==> config.mk <==
export PLATFORM = sky130hd
export DESIGN_NAME = chained_xor_add_header_cipher_unit
export DESIGN_NICKNAME = d
export VERILOG_FILES = /design/src/hw/rtl/chxa_pkg.sv /design/src/hw/rtl/chained_xor_add_header_cipher_unit.sv /design/src/hw/rtl/chxa_key_ram.sv
export VERILOG_INCLUDE_DIRS = /design/src /design/src/hw/rtl
export SDC_FILE = /design/constraint.sdc
export NUM_CORES = 1
export LEC_CHECK = 0
export ABC_CLOCK_PERIOD_IN_PS = 5190
export BUFFER_PORTS_ARGS = -buffer_cell sky130_fd_sc_hd__buf_2
export CAP_MARGIN = 5
export CORE_MARGIN = 1.5
export CORE_UTILIZATION = 60
export DETAILED_ROUTE_END_ITERATION = 8
export PLACE_DENSITY = 0.78
export SLEW_MARGIN = 20
export SYNTH_ARGS = -nofsm -noshare
export SYNTH_HDL_FRONTEND = slang
export SYNTH_SLANG_ARGS = --single-unit
==> constraint.sdc <==
create_clock -name clk -period 5.19 [get_ports clk]
set_input_delay 0.519 -clock clk [delete_from_list [all_inputs] [get_ports clk]]
set_output_delay 0.519 -clock clk [all_outputs]
set_load 0.005 [all_outputs]
==> src/hw/rtl/chained_xor_add_header_cipher_unit_macros.svh <==
// ----------------------------------------------------------------------------
// Assertion macros for the chained xor/add header cipher unit
// Concurrent checks. Build with NO_ASSERTIONS defined to leave them out.
// ----------------------------------------------------------------------------
`ifndef CHAINED_XOR_ADD_HEADER_CIPHER_UNIT_MACROS_SVH
`define CHAINED_XOR_ADD_HEADER_CIPHER_UNIT_MACROS_SVH

`ifndef NO_ASSERTIONS

// same-cycle implication
`define CHXA_ASSERT_IMP(lbl, clk, rstn, ante, cons) \
    lbl: assert property (@(posedge clk) disable iff (!rstn) (ante) |-> (cons)) \
        else $error("chxa assertion failed");

// next-cycle implication
`define CHXA_ASSERT_NXT(lbl, clk, rstn, ante, cons) \
    lbl: assert property (@(posedge clk) disable iff (!rstn) (ante) |=> (cons)) \
        else $error("chxa assertion failed");

`else

`define CHXA_ASSERT_IMP(lbl, clk, rstn, ante, cons)
`define CHXA_ASSERT_NXT(lbl, clk, rstn, ante, cons)

`endif

`endif

==> src/hw/rtl/chxa_pkg.sv <==
// ----------------------------------------------------------------------------
// chxa_pkg
// Opcodes, field widths and the stage-1 record of the header cipher unit.
// ----------------------------------------------------------------------------
`default_nettype none

package chxa_pkg;

    localparam int OP_W   = 3;
    localparam int KIDX_W = 6;
    localparam int BYTE_W = 8;

    localparam logic [OP_W-1:0] OP_LOAD_KEY   = 3'd0;
    localparam logic [OP_W-1:0] OP_START      = 3'd1;
    localparam logic [OP_W-1:0] OP_SEND       = 3'd2;
    localparam logic [OP_W-1:0] OP_RECV       = 3'd3;
    localparam logic [OP_W-1:0] OP_SAVE_RECV  = 3'd4;
    localparam logic [OP_W-1:0] OP_RESTORE_RX = 3'd5;

    // beat held in stage 1 while the key byte comes out of the table
    typedef struct packed {
        logic [OP_W-1:0]   op;
        logic [BYTE_W-1:0] data;
        logic              enabled;
    } s1_beat_t;

endpackage

`default_nettype wire

==> src/hw/rtl/chained_xor_add_header_cipher_unit.sv <==
// ----------------------------------------------------------------------------
// chained_xor_add_header_cipher_unit
// Byte-wise xor/add chained cipher for link headers, key table in RAM.
// ----------------------------------------------------------------------------
//
//  channel | handshake          | payload                   | beats
//  --------+--------------------+---------------------------+------------------
//  in      | in_valid/in_stall  | op, key_index, data_byte  | one per command
//  out     | out_valid/out_stall| out_byte                  | one per send/recv
//
//  One beat per cycle while the output does not stall. The key table read is
//  issued as a send or receive beat is accepted into stage 1; stage 1 then
//  loads out_byte, from which the result is taken.
//  Key indices and the enable flag update at accept; chain bytes update in
//  stage 1 when the key byte is there, so consecutive beats chain correctly.
//  Reset clears indices, chain bytes and the enable flag, not the key table.
//  A stalled output holds stage 1; in_stall rises only when stage 1 is full
//  and its result cannot move into the output register.
// ----------------------------------------------------------------------------
`default_nettype none

`include "chained_xor_add_header_cipher_unit_macros.svh"

module chained_xor_add_header_cipher_unit #(
    parameter int KEY_BYTES = 40
) (
    input  wire logic                            clk,
    input  wire logic                            rst_n,
    input  wire logic                            in_valid,
    output logic                                 in_stall,
    input  wire logic [chxa_pkg::OP_W-1:0]       op,
    input  wire logic [chxa_pkg::KIDX_W-1:0]     key_index,
    input  wire logic [chxa_pkg::BYTE_W-1:0]     data_byte,
    output logic                                 out_valid,
    input  wire logic                            out_stall,
    output logic      [chxa_pkg::BYTE_W-1:0]     out_byte
);

    localparam int IDX_W = (KEY_BYTES > 1) ? $clog2(KEY_BYTES) : 1;
    localparam logic [IDX_W-1:0] LAST_IDX = IDX_W'(KEY_BYTES - 1);
    localparam logic [chxa_pkg::KIDX_W:0] KEY_LIMIT = (chxa_pkg::KIDX_W + 1)'(KEY_BYTES);

    // ---------------- stage 0: accept, index update, table access ----------
    logic in_fire;
    logic cipher_en_reg,  cipher_en_next;
    logic [IDX_W-1:0] send_idx_reg,  send_idx_next;
    logic [IDX_W-1:0] recv_idx_reg,  recv_idx_next;
    logic [IDX_W-1:0] saved_idx_reg, saved_idx_next;

    logic                        key_wr_en;
    logic                        key_rd_en;
    logic [IDX_W-1:0]            key_rd_addr;
    logic [chxa_pkg::BYTE_W-1:0] key_byte;

    assign in_fire = in_valid && !in_stall;

    function automatic logic [IDX_W-1:0] next_idx(input logic [IDX_W-1:0] idx);
        next_idx = (idx == LAST_IDX) ? '0 : idx + IDX_W'(1);
    endfunction

    always_comb
    begin
        cipher_en_next = cipher_en_reg;
        send_idx_next  = send_idx_reg;
        recv_idx_next  = recv_idx_reg;
        saved_idx_next = saved_idx_reg;
        key_wr_en      = 1'b0;
        key_rd_en      = 1'b0;
        key_rd_addr    = send_idx_reg;
        if (in_fire)
        begin
            unique case (op)
                chxa_pkg::OP_LOAD_KEY:
                begin
                    key_wr_en = ({1'b0, key_index} < KEY_LIMIT);
                end
                chxa_pkg::OP_START:
                begin
                    send_idx_next  = '0;
                    recv_idx_next  = '0;
                    cipher_en_next = 1'b1;
                end
                chxa_pkg::OP_SEND:
                begin
                    key_rd_en   = 1'b1;
                    key_rd_addr = send_idx_reg;
                    if (cipher_en_reg)
                    begin
                        send_idx_next = next_idx(send_idx_reg);
                    end
                end
                chxa_pkg::OP_RECV:
                begin
                    key_rd_en   = 1'b1;
                    key_rd_addr = recv_idx_reg;
                    if (cipher_en_reg)
                    begin
                        recv_idx_next = next_idx(recv_idx_reg);
                    end
                end
                chxa_pkg::OP_SAVE_RECV:
                begin
                    saved_idx_next = recv_idx_reg;
                end
                chxa_pkg::OP_RESTORE_RX:
                begin
                    recv_idx_next = saved_idx_reg;
                end
                default:
                begin
                    // unused opcodes: no effect
                end
            endcase
        end
    end

    chxa_key_ram #(
        .DEPTH (KEY_BYTES),
        .AW    (IDX_W)
    ) u_key_ram (
        .clk     (clk),
        .wr_en   (key_wr_en),
        .wr_addr (key_index[IDX_W-1:0]),
        .wr_data (data_byte),
        .rd_en   (key_rd_en),
        .rd_addr (key_rd_addr),
        .rd_data (key_byte)
    );

    // ---------------- stage 1: chain update and result ---------------------
    logic                 s1_valid_reg, s1_valid_next;
    chxa_pkg::s1_beat_t   s1_reg, s1_next;
    logic                 s1_has_result;
    logic                 s1_adv;
    logic                 s1_fire;

    logic [chxa_pkg::BYTE_W-1:0] send_chain_reg,  send_chain_next;
    logic [chxa_pkg::BYTE_W-1:0] recv_chain_reg,  recv_chain_next;
    logic [chxa_pkg::BYTE_W-1:0] saved_chain_reg, saved_chain_next;
    logic [chxa_pkg::BYTE_W-1:0] s1_result;

    logic                        out_valid_reg, out_valid_next;
    logic [chxa_pkg::BYTE_W-1:0] out_byte_reg,  out_byte_next;

    assign s1_has_result = (s1_reg.op == chxa_pkg::OP_SEND) || (s1_reg.op == chxa_pkg::OP_RECV);
    assign s1_adv        = !s1_has_result || !out_valid_reg || !out_stall;
    assign s1_fire       = s1_valid_reg && s1_adv;
    assign in_stall      = s1_valid_reg && !s1_adv;

    always_comb
    begin
        s1_valid_next = s1_valid_reg;
        s1_next       = s1_reg;
        if (in_fire)
        begin
            s1_valid_next   = 1'b1;
            s1_next.op      = op;
            s1_next.data    = data_byte;
            s1_next.enabled = cipher_en_reg;
        end
        else if (s1_fire)
        begin
            s1_valid_next = 1'b0;
        end
    end

    always_comb
    begin
        send_chain_next  = send_chain_reg;
        recv_chain_next  = recv_chain_reg;
        saved_chain_next = saved_chain_reg;
        s1_result        = s1_reg.data;
        if (s1_fire)
        begin
            unique case (s1_reg.op)
                chxa_pkg::OP_START:
                begin
                    send_chain_next = '0;
                    recv_chain_next = '0;
                end
                chxa_pkg::OP_SEND:
                begin
                    if (s1_reg.enabled)
                    begin
                        s1_result       = (s1_reg.data ^ key_byte) + send_chain_reg;
                        send_chain_next = s1_result;
                    end
                end
                chxa_pkg::OP_RECV:
                begin
                    if (s1_reg.enabled)
                    begin
                        s1_result       = (s1_reg.data - recv_chain_reg) ^ key_byte;
                        recv_chain_next = s1_reg.data;
                    end
                end
                chxa_pkg::OP_SAVE_RECV:
                begin
                    saved_chain_next = recv_chain_reg;
                end
                chxa_pkg::OP_RESTORE_RX:
                begin
                    recv_chain_next = saved_chain_reg;
                end
                default:
                begin
                    // key loads and unused opcodes: nothing here
                end
            endcase
        end
    end

    // ---------------- output register --------------------------------------
    always_comb
    begin
        out_valid_next = out_valid_reg;
        out_byte_next  = out_byte_reg;
        if (s1_fire && s1_has_result)
        begin
            out_valid_next = 1'b1;
            out_byte_next  = s1_result;
        end
        else if (out_valid_reg && !out_stall)
        begin
            out_valid_next = 1'b0;
        end
    end

    assign out_valid = out_valid_reg;
    assign out_byte  = out_byte_reg;

    // ---------------- registers --------------------------------------------
    always_ff @(posedge clk or negedge rst_n)
    begin
        if (!rst_n)
        begin
            cipher_en_reg   <= 1'b0;
            send_idx_reg    <= '0;
            recv_idx_reg    <= '0;
            saved_idx_reg   <= '0;
            send_chain_reg  <= '0;
            recv_chain_reg  <= '0;
            saved_chain_reg <= '0;
            s1_valid_reg    <= 1'b0;
            out_valid_reg   <= 1'b0;
        end
        else
        begin
            cipher_en_reg   <= cipher_en_next;
            send_idx_reg    <= send_idx_next;
            recv_idx_reg    <= recv_idx_next;
            saved_idx_reg   <= saved_idx_next;
            send_chain_reg  <= send_chain_next;
            recv_chain_reg  <= recv_chain_next;
            saved_chain_reg <= saved_chain_next;
            s1_valid_reg    <= s1_valid_next;
            out_valid_reg   <= out_valid_next;
        end
    end

    always_ff @(posedge clk)
    begin
        s1_reg       <= s1_next;
        out_byte_reg <= out_byte_next;
    end

    // ---------------- assertions -------------------------------------------
    `CHXA_ASSERT_IMP(a_send_idx_range, clk, rst_n, 1'b1, send_idx_reg <= LAST_IDX)
    `CHXA_ASSERT_IMP(a_recv_idx_range, clk, rst_n, 1'b1, recv_idx_reg <= LAST_IDX)
    `CHXA_ASSERT_NXT(a_accept_to_s1, clk, rst_n, in_fire, s1_valid_reg)
    `CHXA_ASSERT_NXT(a_enable_sticky, clk, rst_n, cipher_en_reg, cipher_en_reg)

endmodule

`default_nettype wire

==> src/hw/rtl/chxa_key_ram.sv <==
// ----------------------------------------------------------------------------
// chxa_key_ram
// Key table: one write port, one read port, registered read data.
// ----------------------------------------------------------------------------
`default_nettype none

module chxa_key_ram #(
    parameter int DEPTH = 40,
    parameter int AW    = 6
) (
    input  wire logic                      clk,
    input  wire logic                      wr_en,
    input  wire logic [AW-1:0]             wr_addr,
    input  wire logic [chxa_pkg::BYTE_W-1:0] wr_data,
    input  wire logic                      rd_en,
    input  wire logic [AW-1:0]             rd_addr,
    output logic      [chxa_pkg::BYTE_W-1:0] rd_data
);

    logic [chxa_pkg::BYTE_W-1:0] mem [DEPTH];

    always_ff @(posedge clk)
    begin
        if (wr_en)
        begin
            mem[wr_addr] <= wr_data;
        end
    end

    always_ff @(posedge clk)
    begin
        if (rd_en)
        begin
            rd_data <= mem[rd_addr];
        end
    end

endmodule

`default_nettype wire
==> summary.md <==
| Metric | Value |
|---|---|
| CP Capture Type | `flip-flop` |
| Worst-Margin Slew | `around 1.1 ns` |
| Min Clock Period, post-route | `approximately 4.2 ns` |
| Post-synth top cells | `348 x edfxtp_1, 112 x mux2i_1, 110 x nand2_1` |
| Total power | `roughly 7200 µW` |
| Netlist cell types | `between 60 and 70` |
| Slew Limit Fails | `0` |
| Syn-to-layout area delta | `11.4%` |
| Core area | `about 28000 µm²` |
| Worst setup SP type | `flip-flop` |
| Number of synthesized flops with an enable pin | `approximately 350` |
| Yosys top cell area share | `0.623` |
| CP max-delay cell | `a2111oi_0` |
| Resized Gates After CTS | `0` |
| Final setup violation count | `0` |
| Remaining DRCs | `0` |
| Hold_ws | `-0.0188 ns` |
| Die width | `170 µm` |
| Critical path class | `reg -> reg` |
| CTS H-Tree Depth | `2` |
| CP startpoint | `s1_reg[10]$_DFFE_PN_` |
| Starting Density | `0.607` |
| Grt total ovfl | `0` |
| RD Place Congestion | `0.873` |
| Top post-synthesis cells by area | `edfxtp_1 62%, dfrtp_1 6.7%, mux2i_1 6.7%, nand2_1 2.5%, mux2_2 2.2%` |
| Vias in the first global route | `about 9600` |
| HPWL Detailed | `around 23000 µm` |
| Via density | `6.25` |
| Clk buf depth | `3` |
| GR Util All Layers | `0.262` |
| Detailed Route Iter0 Violations | `between 1000 and 1500` |
| Vias | `~9800` |
| TritonRoute pass-1 iters | `8` |
| Syn nets | `~1200` |
| TritonCTS clock tree | `built` |
| RSZ-0062 raised after global routing | `no` |
| Post-synth top flop | `edfxtp_1` |
| Fraction of registers with async set/reset | `0.115` |
| Final clock skew | `approximately 0.017 ns` |
| Max VDD drop | `between 0.2 and 0.3 mV` |
| I/O pins | `31` |
| Min-Delay Path Class | `in -> async` |
| Synthesis-stage register bit count | `393` |
| Final instance area | `18700 µm²` |
| Setup Fix Bufs, Post-CTS | `0` |
| Status | `complete, but fails checks` |
| Synth Cell Area | `16800 µm²` |
| Routed Antenna Nets | `0` |
| Initial antenna violation count | `0` |
| Largest net degree at the start of global routing | `between 40 and 50` |
| DRT Wirelength | `~37000 µm` |
| Max Clk Rate | `around 240 MHz` |
| Crit path top cell by count | `nand2_1` |
| Ys Warns | `0` |
| Most common cell in the netlist | `edfxtp_1` |
| Area after DPL | `approximately 17000 µm²` |
| Worst endpoint required time | `~5.4 ns` |
| Slew margin rel. | `0.229` |
| Cell Pwr Density | `385 nW/µm²` |
| Worst slack at placement | `about 0.95 ns` |
| Share of post-route cells with drive strength above 1 | `0.145` |
| Die Y | `170 µm` |
| Row Count | `slightly above 60` |
| Violated checks | `negative hold slack` |
| Avg Inst Size Synth | `15.0 µm²` |
| Max FFs per register | `320` |
| Worst skew pair latency | `roughly 0.55 ns` |
| Hold Violations, Final | `between 40 and 50` |
| Die Area | `around 29000 µm²` |
| Antenna Cells | `0` |
| Crit share post-route | `0.805` |
| Setup slack after layout | `slightly above 1 ns` |
| LEAKAGE | `roughly 0.0067 µW` |
| Root Buffer | `clkbuf_16` |
| CTS Buf Count | `40` |
| Post-synth top area cell | `edfxtp_1` |
| TritonCTS Sinks | `393` |
| PortBufs | `30` |
| CP cell instances | `nand3b_2 -> o21ai_0 -> inv_1 -> nand2_1 -> a2111oi_0 -> nand2_1 -> nor2_1` |
| Max Cap Violations | `0` |
| Worst r2r src | `s1_reg[10]$_DFFE_PN_` |
| Crit path DAT | `approximately 4.4 ns` |
| Final Net Count | `between 1000 and 1500` |
| CTS Hold Bufs | `0` |
| DR WL/cell | `23.5 µm` |
| Mapped Cells | `roughly 1100` |
| Post-synthesis sequential area ratio | `0.690` |
| Total negative slack | `0 ns` |
| First-pass GRT wire length | `56100 µm` |
| Crit-path max cell delay | `0.92 ns` |
| Clock slew at reported path FFs | `0.06 ns` |
| CP Max Fanout | `16` |
per-stage QoR:
stage	util	cells
after floorplan	-	1118
after global placement	0.625	1491
after detailed placement	0.625	1491
after CTS	0.676	1564
after global routing	0.676	1564
final	0.676	1564
path summary, 6_finish.rpt:
path,cells after the start,endpoint,slack [ns]
min in group clk,2,s1_valid_reg$_DFFE_PN0P_,0.25
min reg2reg,2,saved_idx_reg[2]$_DFFE_PN0P_,0.48
max in group asynchronous,1,saved_chain_reg[6]$_DFFE_PN0P_,4.81
max,7,u_key_ram.mem[19][5]$_DFFE_PP_,1.01
max reg2reg,7,u_key_ram.mem[19][5]$_DFFE_PP_,1.01
min,1,recv_idx_reg[3]$_DFFE_PN0P_,-0.02
metal layers:
| metal | part of all wire | track usage | wire length (µm) |
|---|---|---|---|
| met4 | 0.032 | 0.0962 | 1190 |
| met3 | 0.088 | 0.0595 | 3240 |
| met2 | 0.47 | 0.417 | 17400 |
| met5 | 0 | 0 | 0 |
| met1 | 0.41 | 0.356 | 15000 |
critical path, delay by kind of cell, from the launching register on:
family	cells	cell delay (ns)
DFF	1	0.49
buffers and inverters	1	0.50
and+or+nand+nor	4	1.72
AOI/OAI and AO/OA	2	1.10
power breakdown:
group	internal, µW	switching [µW]	total, µW	leakage [µW]
Clock	1830	1200	3030	0.000678
Sequential	3510	52.9	3560	0.00372
Combinational	251	340	591	0.00232
Total	5590	1590	7190	0.00672
logic make-up after synthesis:
| group | share of synthesized area |
|---|---|
| flops | 0.690 |
| simple gates | 0.0794 |
| compound gates | 0.0712 |
| mux | 0.111 |
| buf+inv | 0.0185 |
| xor+xnor | 0.0146 |
| fa+ha+maj | 0.0151 |
layout by cell type, fill, tap and decap left out, types with 8 or more instances in the layout:
cell       count
a21oi_1       24
a222oi_1      14
a22o_1         8
buf_2         29
buf_4          9
clkbuf_1      10
clkbuf_16     41
dfrtp_1       45
edfxtp_1     348
ha_1          17
inv_1         20
mux2_2        32
mux2i_1      111
mux4_2        12
nand2_1      110
nand3_1       14
nor2_1        71
nor2b_1       15
nor3_1        15
o21ai_0       47
o22ai_1       30
xnor2_1       16
xor2_1        12
final cells by class:
cell class,count,area (µm²)
well taps,378,473
repair buffers,39,233
flip-flops and latches,393,11600
multi-input cells,660,4910
inverters,21,78.8
fillers,1844,8950
clock buffers,55,1120
clock inverters,18,284
Power figures use the tool's default switching activity.
